### src/sv/lprt_pkg.sv
`timescale 1ns / 1ps
`default_nettype none
// ----------------------------------------------------------------------------
// Route table package
// Shared types, codes and helper functions for the longest-prefix route table.
// ----------------------------------------------------------------------------
package lprt_pkg;

    // Field widths fixed by the item format.
    localparam int ADDR_W      = 32;
    localparam int IFACE_W     = 4;
    localparam int PLEN_W      = 6;
    localparam int STATUS_W    = 2;
    localparam int IDX_OUT_W   = 4;

    // Depth of the queue between the front and the back.
    localparam int QUEUE_DEPTH = 2;
    localparam int QPTR_W      = 1;
    localparam int QCNT_W      = 2;

    // Request kinds.
    typedef enum logic {
        REQ_ADD    = 1'b0,
        REQ_LOOKUP = 1'b1
    } t_req_kind;

    // Result status codes.
    typedef enum logic [STATUS_W-1:0] {
        ST_ADDED = 2'd0,
        ST_FULL  = 2'd1,
        ST_HIT   = 2'd2,
        ST_MISS  = 2'd3
    } t_status;

    // Back end sequencer states.
    typedef enum logic [1:0] {
        BK_IDLE,
        BK_SCAN,
        BK_FIN
    } t_back_state;

    // A classified request as it travels from the front to the back.
    typedef struct packed {
        t_req_kind           kind;
        logic [ADDR_W-1:0]   dest;
        logic [ADDR_W-1:0]   mask;
        logic [ADDR_W-1:0]   gw;
        logic [IFACE_W-1:0]  iface;
        logic [ADDR_W-1:0]   cost;
        logic                has_gw;
        logic [PLEN_W-1:0]   plen;
    } t_req;

    // One stored route.
    typedef struct packed {
        logic [ADDR_W-1:0]   dest;
        logic [ADDR_W-1:0]   mask;
        logic [ADDR_W-1:0]   gw;
        logic [IFACE_W-1:0]  iface;
        logic [ADDR_W-1:0]   cost;
        logic                has_gw;
        logic [PLEN_W-1:0]   plen;
    } t_route;

    // Number of one bits in a mask; this is the prefix length.
    function automatic logic [PLEN_W-1:0] ones_in(input logic [ADDR_W-1:0] v);
        logic [PLEN_W-1:0] n;
        n = '0;
        for (int k = 0; k < ADDR_W; k++) begin
            n = n + PLEN_W'(v[k]);
        end
        return n;
    endfunction

endpackage
`default_nettype wire

### src/sv/lprt_front.sv
`timescale 1ns / 1ps
`default_nettype none
// ----------------------------------------------------------------------------
// Route table front end
// Accepts request items, classifies them and precomputes the prefix length
// and the gateway mark, then hands them to the queue.
// ----------------------------------------------------------------------------
module lprt_front
    import lprt_pkg::*;
(
    input  wire logic                i_clk,
    input  wire logic                i_rst_n,
    input  wire logic                i_valid,
    output logic                     o_stall,
    input  wire logic                i_req_type,
    input  wire logic [ADDR_W-1:0]   i_dest_addr,
    input  wire logic [ADDR_W-1:0]   i_net_mask,
    input  wire logic [ADDR_W-1:0]   i_gateway_addr,
    input  wire logic [IFACE_W-1:0]  i_iface_id,
    input  wire logic [ADDR_W-1:0]   i_route_metric,
    output logic                     o_push,
    output t_req                     o_push_item,
    input  wire logic                i_push_ready
);

    logic  r_vld;
    t_req  r_item;
    t_req  w_item;
    logic  w_accept;

    // The stage holds an item only while the queue refuses it.
    assign o_stall  = r_vld && !i_push_ready;
    assign w_accept = i_valid && !o_stall;

    // Classify the incoming item.
    always_comb begin
        w_item.kind   = t_req_kind'(i_req_type);
        w_item.dest   = i_dest_addr;
        w_item.mask   = i_net_mask;
        w_item.gw     = i_gateway_addr;
        w_item.iface  = i_iface_id;
        w_item.cost   = i_route_metric;
        w_item.has_gw = (i_gateway_addr != '0);
        w_item.plen   = ones_in(i_net_mask);
    end

    // Valid flag of the front register.
    always_ff @(posedge i_clk) begin
        if (!i_rst_n) begin
            r_vld <= 1'b0;
        end else if (w_accept) begin
            r_vld <= 1'b1;
        end else if (i_push_ready) begin
            r_vld <= 1'b0;
        end
    end

    // Payload of the front register.
    always_ff @(posedge i_clk) begin
        if (w_accept) begin
            r_item <= w_item;
        end
    end

    assign o_push      = r_vld;
    assign o_push_item = r_item;

endmodule
`default_nettype wire

### src/sv/lprt_queue.sv
`timescale 1ns / 1ps
`default_nettype none
// ----------------------------------------------------------------------------
// Route table request queue
// A short first-in first-out queue that decouples the front from the back.
// ----------------------------------------------------------------------------
module lprt_queue
    import lprt_pkg::*;
(
    input  wire logic  i_clk,
    input  wire logic  i_rst_n,
    input  wire logic  i_push,
    input  wire t_req  i_push_item,
    output logic       o_push_ready,
    output logic       o_pop_valid,
    output t_req       o_pop_item,
    input  wire logic  i_pop
);

    t_req               r_mem [QUEUE_DEPTH];
    logic [QPTR_W-1:0]  r_wr_ptr;
    logic [QPTR_W-1:0]  r_rd_ptr;
    logic [QCNT_W-1:0]  r_cnt;
    logic               w_do_push;
    logic               w_do_pop;

    assign o_push_ready = (r_cnt != QCNT_W'(QUEUE_DEPTH));
    assign o_pop_valid  = (r_cnt != '0);
    assign o_pop_item   = r_mem[r_rd_ptr];
    assign w_do_push    = i_push && o_push_ready;
    assign w_do_pop     = i_pop && o_pop_valid;

    // Pointers and fill count.
    always_ff @(posedge i_clk) begin
        if (!i_rst_n) begin
            r_wr_ptr <= '0;
            r_rd_ptr <= '0;
            r_cnt    <= '0;
        end else begin
            if (w_do_push) begin
                r_wr_ptr <= r_wr_ptr + QPTR_W'(1);
            end
            if (w_do_pop) begin
                r_rd_ptr <= r_rd_ptr + QPTR_W'(1);
            end
            if (w_do_push && !w_do_pop) begin
                r_cnt <= r_cnt + QCNT_W'(1);
            end else if (w_do_pop && !w_do_push) begin
                r_cnt <= r_cnt - QCNT_W'(1);
            end
        end
    end

    // Queue storage.
    always_ff @(posedge i_clk) begin
        if (w_do_push) begin
            r_mem[r_wr_ptr] <= i_push_item;
        end
    end

endmodule
`default_nettype wire

### src/sv/lprt_back.sv
`timescale 1ns / 1ps
`default_nettype none
// ----------------------------------------------------------------------------
// Route table back end
// Holds the route memory, appends routes and scans it one entry per cycle
// for the longest matching prefix, then loads the output register.
// ----------------------------------------------------------------------------
module lprt_back
    import lprt_pkg::*;
#(
    parameter int MAX_ROUTES = 16
)
(
    input  wire logic                  i_clk,
    input  wire logic                  i_rst_n,
    input  wire logic                  i_q_valid,
    input  wire t_req                  i_q_item,
    output logic                       o_q_pop,
    output logic                       o_valid,
    input  wire logic                  i_stall,
    output logic [STATUS_W-1:0]        o_status,
    output logic [IDX_OUT_W-1:0]       o_entry_index,
    output logic [ADDR_W-1:0]          o_out_gateway,
    output logic [IFACE_W-1:0]         o_out_iface,
    output logic [ADDR_W-1:0]          o_out_metric,
    output logic                       o_uses_gateway,
    output logic [PLEN_W-1:0]          o_prefix_len
);

    localparam int IDX_W = (MAX_ROUTES > 1) ? $clog2(MAX_ROUTES) : 1;
    localparam int CNT_W = $clog2(MAX_ROUTES + 1);

    t_back_state            r_state;
    t_back_state            n_state;

    t_route                 r_mem [MAX_ROUTES];
    t_route                 r_rd_data;
    logic                   r_rd_vld;
    logic [IDX_W-1:0]       r_rd_idx;
    logic [CNT_W-1:0]       r_rd_ptr;
    logic [CNT_W-1:0]       r_count;

    t_req                   r_req;
    logic                   r_found;
    t_route                 r_best;
    logic [IDX_W-1:0]       r_best_idx;

    logic                   r_out_valid;
    t_status                r_out_status;
    logic [IDX_OUT_W-1:0]   r_out_index;
    logic [ADDR_W-1:0]      r_out_gw;
    logic [IFACE_W-1:0]     r_out_iface;
    logic [ADDR_W-1:0]      r_out_cost;
    logic                   r_out_has_gw;
    logic [PLEN_W-1:0]      r_out_plen;

    logic                   w_full;
    logic                   w_out_free;
    logic                   w_rd_issue;
    logic                   w_hit;
    logic                   w_take;
    logic                   w_load_out;
    logic                   w_wr_en;
    t_route                 w_wr_route;
    logic [IDX_W+IDX_OUT_W-1:0] w_add_idx_ext;
    logic [IDX_W+IDX_OUT_W-1:0] w_best_idx_ext;

    t_status                w_res_status;
    logic [IDX_OUT_W-1:0]   w_res_index;
    logic [ADDR_W-1:0]      w_res_gw;
    logic [IFACE_W-1:0]     w_res_iface;
    logic [ADDR_W-1:0]      w_res_cost;
    logic                   w_res_has_gw;
    logic [PLEN_W-1:0]      w_res_plen;

    assign w_full     = (r_count == CNT_W'(MAX_ROUTES));
    assign w_out_free = !r_out_valid || !i_stall;

    // Match test on the entry read in the previous cycle.
    assign w_hit  = r_rd_vld &&
                    (((r_req.dest ^ r_rd_data.dest) & r_rd_data.mask) == '0);
    assign w_take = w_hit && (!r_found || (r_rd_data.plen >= r_best.plen));

    // Slot numbers reported as their low four bits.
    assign w_add_idx_ext  = {{IDX_OUT_W{1'b0}}, r_count[IDX_W-1:0]};
    assign w_best_idx_ext = {{IDX_OUT_W{1'b0}}, r_best_idx};

    // Route written by an add.
    always_comb begin
        w_wr_route.dest   = r_req.dest;
        w_wr_route.mask   = r_req.mask;
        w_wr_route.gw     = r_req.gw;
        w_wr_route.iface  = r_req.iface;
        w_wr_route.cost   = r_req.cost;
        w_wr_route.has_gw = r_req.has_gw;
        w_wr_route.plen   = r_req.plen;
    end

    // Sequencer state register.
    always_ff @(posedge i_clk) begin
        if (!i_rst_n) begin
            r_state <= BK_IDLE;
        end else begin
            r_state <= n_state;
        end
    end

    // Next state and control strobes.
    always_comb begin
        n_state    = r_state;
        o_q_pop    = 1'b0;
        w_rd_issue = 1'b0;
        w_load_out = 1'b0;
        w_wr_en    = 1'b0;
        case (r_state)
            BK_IDLE: begin
                if (i_q_valid) begin
                    o_q_pop = 1'b1;
                    if (i_q_item.kind == REQ_LOOKUP) begin
                        n_state = BK_SCAN;
                    end else begin
                        n_state = BK_FIN;
                    end
                end
            end
            BK_SCAN: begin
                w_rd_issue = (r_rd_ptr < r_count);
                if (!w_rd_issue && !r_rd_vld) begin
                    n_state = BK_FIN;
                end
            end
            BK_FIN: begin
                if (w_out_free) begin
                    w_load_out = 1'b1;
                    w_wr_en    = (r_req.kind == REQ_ADD) && !w_full;
                    n_state    = BK_IDLE;
                end
            end
            default: begin
                n_state = BK_IDLE;
            end
        endcase
    end

    // Result fields for the finished item.
    always_comb begin
        w_res_status = ST_MISS;
        w_res_index  = '0;
        w_res_gw     = '0;
        w_res_iface  = '0;
        w_res_cost   = '0;
        w_res_has_gw = 1'b0;
        w_res_plen   = '0;
        if (r_req.kind == REQ_ADD) begin
            if (w_full) begin
                w_res_status = ST_FULL;
            end else begin
                w_res_status = ST_ADDED;
                w_res_index  = w_add_idx_ext[IDX_OUT_W-1:0];
            end
        end else if (r_found) begin
            w_res_status = ST_HIT;
            w_res_index  = w_best_idx_ext[IDX_OUT_W-1:0];
            w_res_gw     = r_best.gw;
            w_res_iface  = r_best.iface;
            w_res_cost   = r_best.cost;
            w_res_has_gw = r_best.has_gw;
            w_res_plen   = r_best.plen;
        end
    end

    // Route memory: one write port for adds, one registered read port for scans.
    always_ff @(posedge i_clk) begin
        if (w_wr_en) begin
            r_mem[r_count[IDX_W-1:0]] <= w_wr_route;
        end
        if (w_rd_issue) begin
            r_rd_data <= r_mem[r_rd_ptr[IDX_W-1:0]];
            r_rd_idx  <= r_rd_ptr[IDX_W-1:0];
        end
    end

    // Scan control, route count and output valid.
    always_ff @(posedge i_clk) begin
        if (!i_rst_n) begin
            r_count     <= '0;
            r_rd_ptr    <= '0;
            r_rd_vld    <= 1'b0;
            r_found     <= 1'b0;
            r_out_valid <= 1'b0;
        end else begin
            r_rd_vld <= w_rd_issue;
            if (o_q_pop) begin
                r_rd_ptr <= '0;
                r_found  <= 1'b0;
            end else begin
                if (w_rd_issue) begin
                    r_rd_ptr <= r_rd_ptr + CNT_W'(1);
                end
                if (w_take) begin
                    r_found <= 1'b1;
                end
            end
            if (w_wr_en) begin
                r_count <= r_count + CNT_W'(1);
            end
            if (w_load_out) begin
                r_out_valid <= 1'b1;
            end else if (!i_stall) begin
                r_out_valid <= 1'b0;
            end
        end
    end

    // Request, best match and output payload registers.
    always_ff @(posedge i_clk) begin
        if (o_q_pop) begin
            r_req <= i_q_item;
        end
        if (w_take) begin
            r_best     <= r_rd_data;
            r_best_idx <= r_rd_idx;
        end
        if (w_load_out) begin
            r_out_status <= w_res_status;
            r_out_index  <= w_res_index;
            r_out_gw     <= w_res_gw;
            r_out_iface  <= w_res_iface;
            r_out_cost   <= w_res_cost;
            r_out_has_gw <= w_res_has_gw;
            r_out_plen   <= w_res_plen;
        end
    end

    assign o_valid        = r_out_valid;
    assign o_status       = r_out_status;
    assign o_entry_index  = r_out_index;
    assign o_out_gateway  = r_out_gw;
    assign o_out_iface    = r_out_iface;
    assign o_out_metric   = r_out_cost;
    assign o_uses_gateway = r_out_has_gw;
    assign o_prefix_len   = r_out_plen;

endmodule
`default_nettype wire

### src/sv/longest_prefix_route_table.sv
`timescale 1ns / 1ps
`default_nettype none
// ----------------------------------------------------------------------------
// Longest-prefix route table
// Stores up to MAX_ROUTES IPv4 routes and answers lookups with the longest
// matching prefix, the newest route winning a tie.
//
// Usage: a request item enters on i_valid / o_stall with its fields on the
// i_ ports; i_req_type selects add or lookup. Exactly one result item per
// request leaves on o_valid / i_stall, in request order.
// An accepted item passes the front register and the queue into the back; an
// add result is then loaded into the output register, while a lookup first
// scans the route memory one entry per cycle and drains the last read.
// The back takes one item at a time and pops no new item until the result of
// the last one is loaded into the output register.
// Reset clears the route count and all valid flags; route storage is not
// cleared, as only written slots are ever read.
// When the receiver stalls, the result holds in the output register; the back,
// queue and front still take up to four more items before o_stall rises.
// ----------------------------------------------------------------------------
module longest_prefix_route_table
    import lprt_pkg::*;
#(
    parameter int MAX_ROUTES = 16
)
(
    input  wire logic                  i_clk,
    input  wire logic                  i_rst_n,
    input  wire logic                  i_valid,
    output logic                       o_stall,
    input  wire logic                  i_req_type,
    input  wire logic [ADDR_W-1:0]     i_dest_addr,
    input  wire logic [ADDR_W-1:0]     i_net_mask,
    input  wire logic [ADDR_W-1:0]     i_gateway_addr,
    input  wire logic [IFACE_W-1:0]    i_iface_id,
    input  wire logic [ADDR_W-1:0]     i_route_metric,
    output logic                       o_valid,
    input  wire logic                  i_stall,
    output logic [STATUS_W-1:0]        o_status,
    output logic [IDX_OUT_W-1:0]       o_entry_index,
    output logic [ADDR_W-1:0]          o_out_gateway,
    output logic [IFACE_W-1:0]         o_out_iface,
    output logic [ADDR_W-1:0]          o_out_metric,
    output logic                       o_uses_gateway,
    output logic [PLEN_W-1:0]          o_prefix_len
);

    logic  w_push;
    t_req  w_push_item;
    logic  w_push_ready;
    logic  w_pop_valid;
    t_req  w_pop_item;
    logic  w_pop;

    // Front: accept and classify.
    lprt_front u_front (
        .i_clk          (i_clk),
        .i_rst_n        (i_rst_n),
        .i_valid        (i_valid),
        .o_stall        (o_stall),
        .i_req_type     (i_req_type),
        .i_dest_addr    (i_dest_addr),
        .i_net_mask     (i_net_mask),
        .i_gateway_addr (i_gateway_addr),
        .i_iface_id     (i_iface_id),
        .i_route_metric (i_route_metric),
        .o_push         (w_push),
        .o_push_item    (w_push_item),
        .i_push_ready   (w_push_ready)
    );

    // Queue between front and back.
    lprt_queue u_queue (
        .i_clk        (i_clk),
        .i_rst_n      (i_rst_n),
        .i_push       (w_push),
        .i_push_item  (w_push_item),
        .o_push_ready (w_push_ready),
        .o_pop_valid  (w_pop_valid),
        .o_pop_item   (w_pop_item),
        .i_pop        (w_pop)
    );

    // Back: route memory, scan and result register.
    lprt_back #(
        .MAX_ROUTES (MAX_ROUTES)
    ) u_back (
        .i_clk          (i_clk),
        .i_rst_n        (i_rst_n),
        .i_q_valid      (w_pop_valid),
        .i_q_item       (w_pop_item),
        .o_q_pop        (w_pop),
        .o_valid        (o_valid),
        .i_stall        (i_stall),
        .o_status       (o_status),
        .o_entry_index  (o_entry_index),
        .o_out_gateway  (o_out_gateway),
        .o_out_iface    (o_out_iface),
        .o_out_metric   (o_out_metric),
        .o_uses_gateway (o_uses_gateway),
        .o_prefix_len   (o_prefix_len)
    );

endmodule
`default_nettype wire

### config.mk
export PLATFORM = sky130hd
export DESIGN_NAME = longest_prefix_route_table
export DESIGN_NICKNAME = d
export VERILOG_FILES = /design/src/sv/lprt_pkg.sv /design/src/sv/lprt_front.sv /design/src/sv/lprt_queue.sv /design/src/sv/lprt_back.sv /design/src/sv/longest_prefix_route_table.sv
export SDC_FILE = /design/constraint.sdc
export NUM_CORES = 2
export LEC_CHECK = 0
export ABC_AREA = 1
export BUFFER_PORTS_ARGS = -buffer_cell sky130_fd_sc_hd__buf_2
export CORE_ASPECT_RATIO = 1.1
export CORE_MARGIN = 2
export CORE_UTILIZATION = 50
export DETAILED_ROUTE_END_ITERATION = 16
export PLACE_DENSITY_LB_ADDON = 0.3
export SETUP_SLACK_MARGIN = 0.02
export SLEW_MARGIN = 10
export SYNTH_ARGS = -nofsm -noshare
export SYNTH_HDL_FRONTEND = slang
export SYNTH_SLANG_ARGS = --single-unit
### constraint.sdc
create_clock -name i_clk -period 11.7 [get_ports i_clk]
set_input_delay 1.755 -clock i_clk [delete_from_list [all_inputs] [get_ports i_clk]]
set_output_delay 1.755 -clock i_clk [all_outputs]
set_load 0.02 [all_outputs]
=== Word level (Yosys, flattened, before mapping) ===
Memory sizes are Yosys's and may differ from the RTL's. A register that Yosys moved wholly into a read port is not among the register bits.
Index checks and enable logic that the tools add are counted.

* Input bits: 137
* RAM bits: 2504
* Memories kept: 2
* Register bits after elaboration: 464
* Logic and storage cells: 154

{| class="wikitable"
|+ Memory list
! memory !! words !! bits a word !! rd ports !! clocked after memory_dff !! wr ports !! line !! RTL
|-
| u_back.r_mem || 16 || 139 || 1 || 1 || 1 || lprt_back.sv:36 || <nowiki>t_route r_mem [MAX_ROUTES];</nowiki>
|-
| u_queue.r_mem || 2 || 140 || 1 || 1 || 1 || lprt_queue.sv:20 || <nowiki>t_req r_mem [QUEUE_DEPTH];</nowiki>
|}

* Add/sub/neg operators: 37
* $lt $le $gt $ge: 2
* Eq/ne operators: 8
* Reduce and logical (&&, ||, !) cells: 31
* Mux-type cells: 30
* Bitwise operators: 4

{| class="wikitable"
|+ Operators with widths
! operator !! count
|-
| adder 6 x 1 -> 6 bit || 30
|-
| AND 32 bit || 1
|-
| logical NOT 32 bit || 1
|-
| nonzero test 32 bit || 1
|-
| bitwise XOR 32 bit || 1
|-
| 2-to-1 mux 1 bit || 19
|-
| 2-to-1 mux 2 bit || 7
|-
| 2-to-1 mux 4 bit || 3
|-
| adder 5 x 1 -> 5 bit, second input constant || 2
|-
| logical AND 1 bit || 10
|-
| logical NOT 1 bit || 10
|-
| greater-or-equal comparator 6 bit || 1
|-
| inequality test 2 x 1 -> 1 bit, second input constant || 3
|-
| one-hot mux 2 bit (3 select lines) || 1
|-
| nonzero test 2 bit || 3
|-
| == test 5 bit, second input constant || 1
|-
| less-than comparator 5 bit || 1
|-
| inequality test 2 bit, second input constant || 2
|-
| AND reduction 3 bit || 1
|-
| adder 1 bit, second input constant || 2
|-
| adder 1 x 1 -> 2 bit || 1
|-
| adder 2 x 1 -> 2 bit, second input constant || 1
|-
| == test 2 x 1 -> 1 bit, second input constant || 1
|-
| == test 2 bit, second input constant || 1
|-
| other kinds (6) || 8
|}

=== Logic depth before layout (Yosys ltp) ===
* Depth in word-level cells: 31
* Depth in mapped cells: 16
* Mapped depth without buffers: 16

=== Modules after synthesis ===
From an unflattened synthesis, not the netlist that was laid out.

* Cells, all modules: 7989
* Area total of the unflattened synthesis: 118152.1 µm²

{| class="wikitable"
|+ Modules (own cells, without submodules)
! module !! cells each !! instances !! area an instance (µm²)
|-
| lprt_back || 7249 || 1 || 102209.3
|-
| lprt_queue || 473 || 1 || 10759.1
|-
| lprt_front || 267 || 1 || 5183.7
|}

=== Least setup slack after synthesis ===
OpenSTA, ideal clock, no wires.

* Path type: input-to-reg
* Start: input i_stall
* End: memory u_back.r_mem[11][0] (netlist name) (enable)
* Path slack: 3.000 ns
* Cell stages on the path: 5
* Setup time: 0.640 ns
* Data arrival time: 8.060 ns
* Required time: 11.060 ns
* Cells stage by stage: nand2_1 nand2_1 nor2_2 nand2_1 nor2_1

* Longest elaborated chain between the ends: 6

{| class="wikitable"
|+ Ends and longest elaborated chain
! what !! line !! RTL
|-
| start: declaration || longest_prefix_route_table.sv:38 || <nowiki>input wire logic i_stall,</nowiki>
|-
| logical NOT 1 bit || lprt_back.sv:77 || <nowiki>assign w_out_free = !r_out_valid || !i_stall;</nowiki>
|-
| logical OR 1 bit || lprt_back.sv:77 ||
|-
| 2-to-1 mux 1 bit || lprt_back.sv:133 || <nowiki>if (w_out_free) begin</nowiki>
|-
| 2-to-1 mux 1 bit || lprt_back.sv:115 || <nowiki>case (r_state)</nowiki>
|-
| 2-to-1 mux 1 bit || lprt_back.sv:174 || <nowiki>if (w_wr_en) begin</nowiki>
|-
| 2-to-1 mux 1 bit (implied by the code) || lprt_back.sv:175 || <nowiki>r_mem[r_count[IDX_W-1:0]] <= w_wr_route;</nowiki>
|-
| end: declaration || lprt_back.sv:36 ||
|}

Every way passes these cells.

==> impl_metrics.yaml <==
global_route:
  grt_pass1_vias: 65500
  antenna_found_initial: 9
  overflow: 0
  grt_usage_pct: 23.4
  grt_pass1_wl_um: 419000
  grt_start_max_net_pins: 266
min_path:
  min_path_type: "flop to flop"
  hold_path.startpoint: "u_back.r_rd_data[47]$_DFFE_PP_"
power_and_ir_drop:
  powerDensity_nw_per_um2: 206
  internal_power_mw: 20.4
  seqPwrFrac_pct: 56.8
  power.share.combinational_pct: 7.7
  p_leak_nw: 42.9
  vdd_drop_max_v: 0.000259
  clkPwrFrac_pct: 35.5
  switching_power_mw: 6.62
  switching_share_pct: 24.5
  finalPower_mw: 27.0
route:
  viasPerCell: 5.86
  drc_errors: 0
  vias: 67000
  final_antenna_net_count: 0
  wl_per_cell_um: 24.8
  first_pass_iters: 6
  wl_um: 283000
  first_iter_violations: 8076
clock_network:
  cts_resized: 0
  cts_hold_buf: 0
  cts_inserted_buffers: 320
  htreeDepth: 5
  cts.sinks: 3108
  cts_root_buffer: "clkbuf_16"
  max-clock-path-buffers: 4
  clk_pin_slew_worst_paths_ns: 0.06
  worstSkewPairLatency_ns: 0.96
  cts_tree: "yes"
  postCtsSetupBuffers: 0
job:
  maxCapViolCount: 0
worst_setup_path:
  crit_start: "i_net_mask[0]"
  timing.rr.start: "u_back.r_count[0]$_SDFFE_PN0P_"
  startpoint_type: "input pin"
  crit_arrival_ns: 6.39
  cp.required_ns: 12.36
  endpoint_kind: "flop"
  path_max_fanout: 2
  critical_path_class: "input pin to flop"
synth:
  synth_cell_type_count: 36
  synthCells: 7944
  synthTopCellsByArea: "edfxtp_1 79%, nor2_1 5.7%, o21ai_0 3.6%"
  yosysTopAreaCell: "edfxtp_1"
  synth_top_area_share_pct: 79.0
  netlist_area_um2: 117000
  syn_nets: 8129
  avgSynthCellArea_um2: 14.8
  ys_seq_elements: 3108
  yosys_warnings: 0
  synth-seq-area-share_pct: 79.3
floorplan:
  coreArea_um2: 233000
  start_util_pct: 50.3
  num_rows: 186
  die_width_um: 466
  dieArea_um2: 239000
  die_height_um: 512
  design.portCount: 220
timing:
  min_period_ns: 5.73
  skew_ns: 0.0592
  timing.final.hold_violations: 0
  worstMarginPinSlew_ns: 1.25
  finalSetupTns_ns: 0
  slew_headroom_pct: 16.6
  layout_setup_ws_ns: 5.97
  max_freq_mhz: 174
  rsz0062_at_grt: "no"
  period_share_pct: 49.0
  slew_violations: 0
  setup_violations: 0
layout:
  nets: 8294
  fin_cells: 11400
  layout_commonest_cell: "edfxtp_1"
  drive_gt1_share_pct: 11.1
  area_growth_pct: 11.7
  final_cell_mix: "3,087 x edfxtp_1, 1,776 x nor2_1, 850 x o21ai_0, 396 x nand2_1, 328 x clkbuf_16"
placement:
  dpl.hpwl_um: 135000
  port_buffers: 219
  dp_slack_ns: 4.98
  place_congestion: 0.787
  post-place-cells: 10900
outcome:
  status: "finished clean"
-- cells by family (layout without fill, tap and decap cells) --
group                    after synthesis  count (layout)  synth area share [%]
AND/OR/NAND/NOR                     2485            2485                  8.29
AO/OA/AOI/OAI                       1497            1497                  7.88
XOR/XNOR                               3               3                0.0224
buffers and inverters                664            1061                  2.48
flip-flops                          3108            3108                  79.3
adder cells (fa/ha/maj)               48              48                 0.665
multiplexers                         139             139                  1.33
other                                  0               2                     0
-- stage by stage --
step | cell area, um2 | utilization, % | hold slack, ns
after floorplan | 117000 | - | 0.400
after global placement | 121000 | 52.0 | 0.402
after detailed placement | 121000 | 52.0 | 0.405
after CTS | 131000 | 56.1 | 0.414
after global routing | 131000 | 56.1 | 0.424
final | 131000 | 56.1 | 0.413
-- synth_stat cells --
library cell and instances:
edfxtp_1 3087, nor2_1 1795, o21ai_0 850, nand2_1 397
o211ai_1 279, o32ai_1 278, clkbuf_1 277, nand3_1 261
inv_1 189, buf_2 147, mux2_2 139, o21ai_1 59
a21oi_1 27, buf_6 25, fa_1 24, ha_1 24
dfxtp_1 21, buf_1 15, nand4_1 8, nor4_1 8
or2_2 7, buf_4 6, nor3_1 4, nor2_2 3
buf_8 2, xor2_1 2, a31oi_1 1, clkinv_1 1
inv_2 1, inv_4 1, nand2_2 1, nand3b_1 1
o2111ai_1 1, o21a_1 1, o21bai_1 1, xnor2_1 1
-- state kept, by name, summed over array words and instances (netlist names), 2 cells and up, named ones only --
register	flops
u_back.o_prefix_len	6
u_back.r_rd_ptr	5
u_front.o_push_item	140
u_back.o_out_iface	4
u_back.o_out_metric	32
u_back.o_entry_index	4
u_back.r_rd_data	139
u_back.o_out_gateway	32
u_back.o_status	2
u_queue.r_mem	280
u_back.r_mem	2224
u_back.r_count	5
u_queue.r_cnt	2
u_back.r_best	75
u_back.r_state	2
u_back.r_req	140
u_back.r_best_idx	4
u_back.r_rd_idx	4
-- metal layers --
layer  GRT usage [%]  part of all wire [%]
met1            32.3                    41
met2            38.1                    49
met3            3.71                   7.9
met4            7.68                   2.8
met5               0                0.0081
-- power groups by stage --
stage          Combinational, mW  Sequential [mW]  Clock [mW]
2_1_floorplan               1.28             15.3           0
3_3_place_gp                2.07             15.5           0
3_5_place_dp                2.11             15.6           0
4_1_cts                     2.12             15.3        9.72
5_1_grt                     2.30             15.5        10.2
6_report                    2.08             15.3        9.58
-- path summary, 6_finish.rpt --
kind	to	slack, ns	cells past startpoint
max	u_front.o_push_item[4]$_DFFE_PP_	5.97	15
max reg2reg	u_back.r_mem[3][100]$_DFFE_PP_	7.31	10
min reg2reg	u_back.r_best[47]$_DFFE_PP_	0.41	0
min	u_back.r_best[47]$_DFFE_PP_	0.41	0
-- critical path: stages --
cell and delay, ns:
buf_2 0.11, ha_1 0.27, inv_1 0.05, fa_1 0.48
inv_1 0.06, fa_1 0.46, fa_1 0.52, fa_1 0.43
fa_1 0.50, inv_1 0.06, fa_1 0.46, fa_1 0.43
fa_1 0.48, o21ai_0 0.25, xor2_1 0.10
-- area by class of cell --
cell class | instances | area, um2
Clock inverter | 153 | 1200
Sequential cell | 3108 | 93100
Fill cell | 17900 | 102000
Multi-Input combinational cell | 4172 | 21500
Inverter | 192 | 764
Timing Repair Buffer | 315 | 2050
Tap cell | 3102 | 3880
Antenna cell | 2 | 5.00
Clock buffer | 401 | 8500
Power figures use the tool's default switching activity.
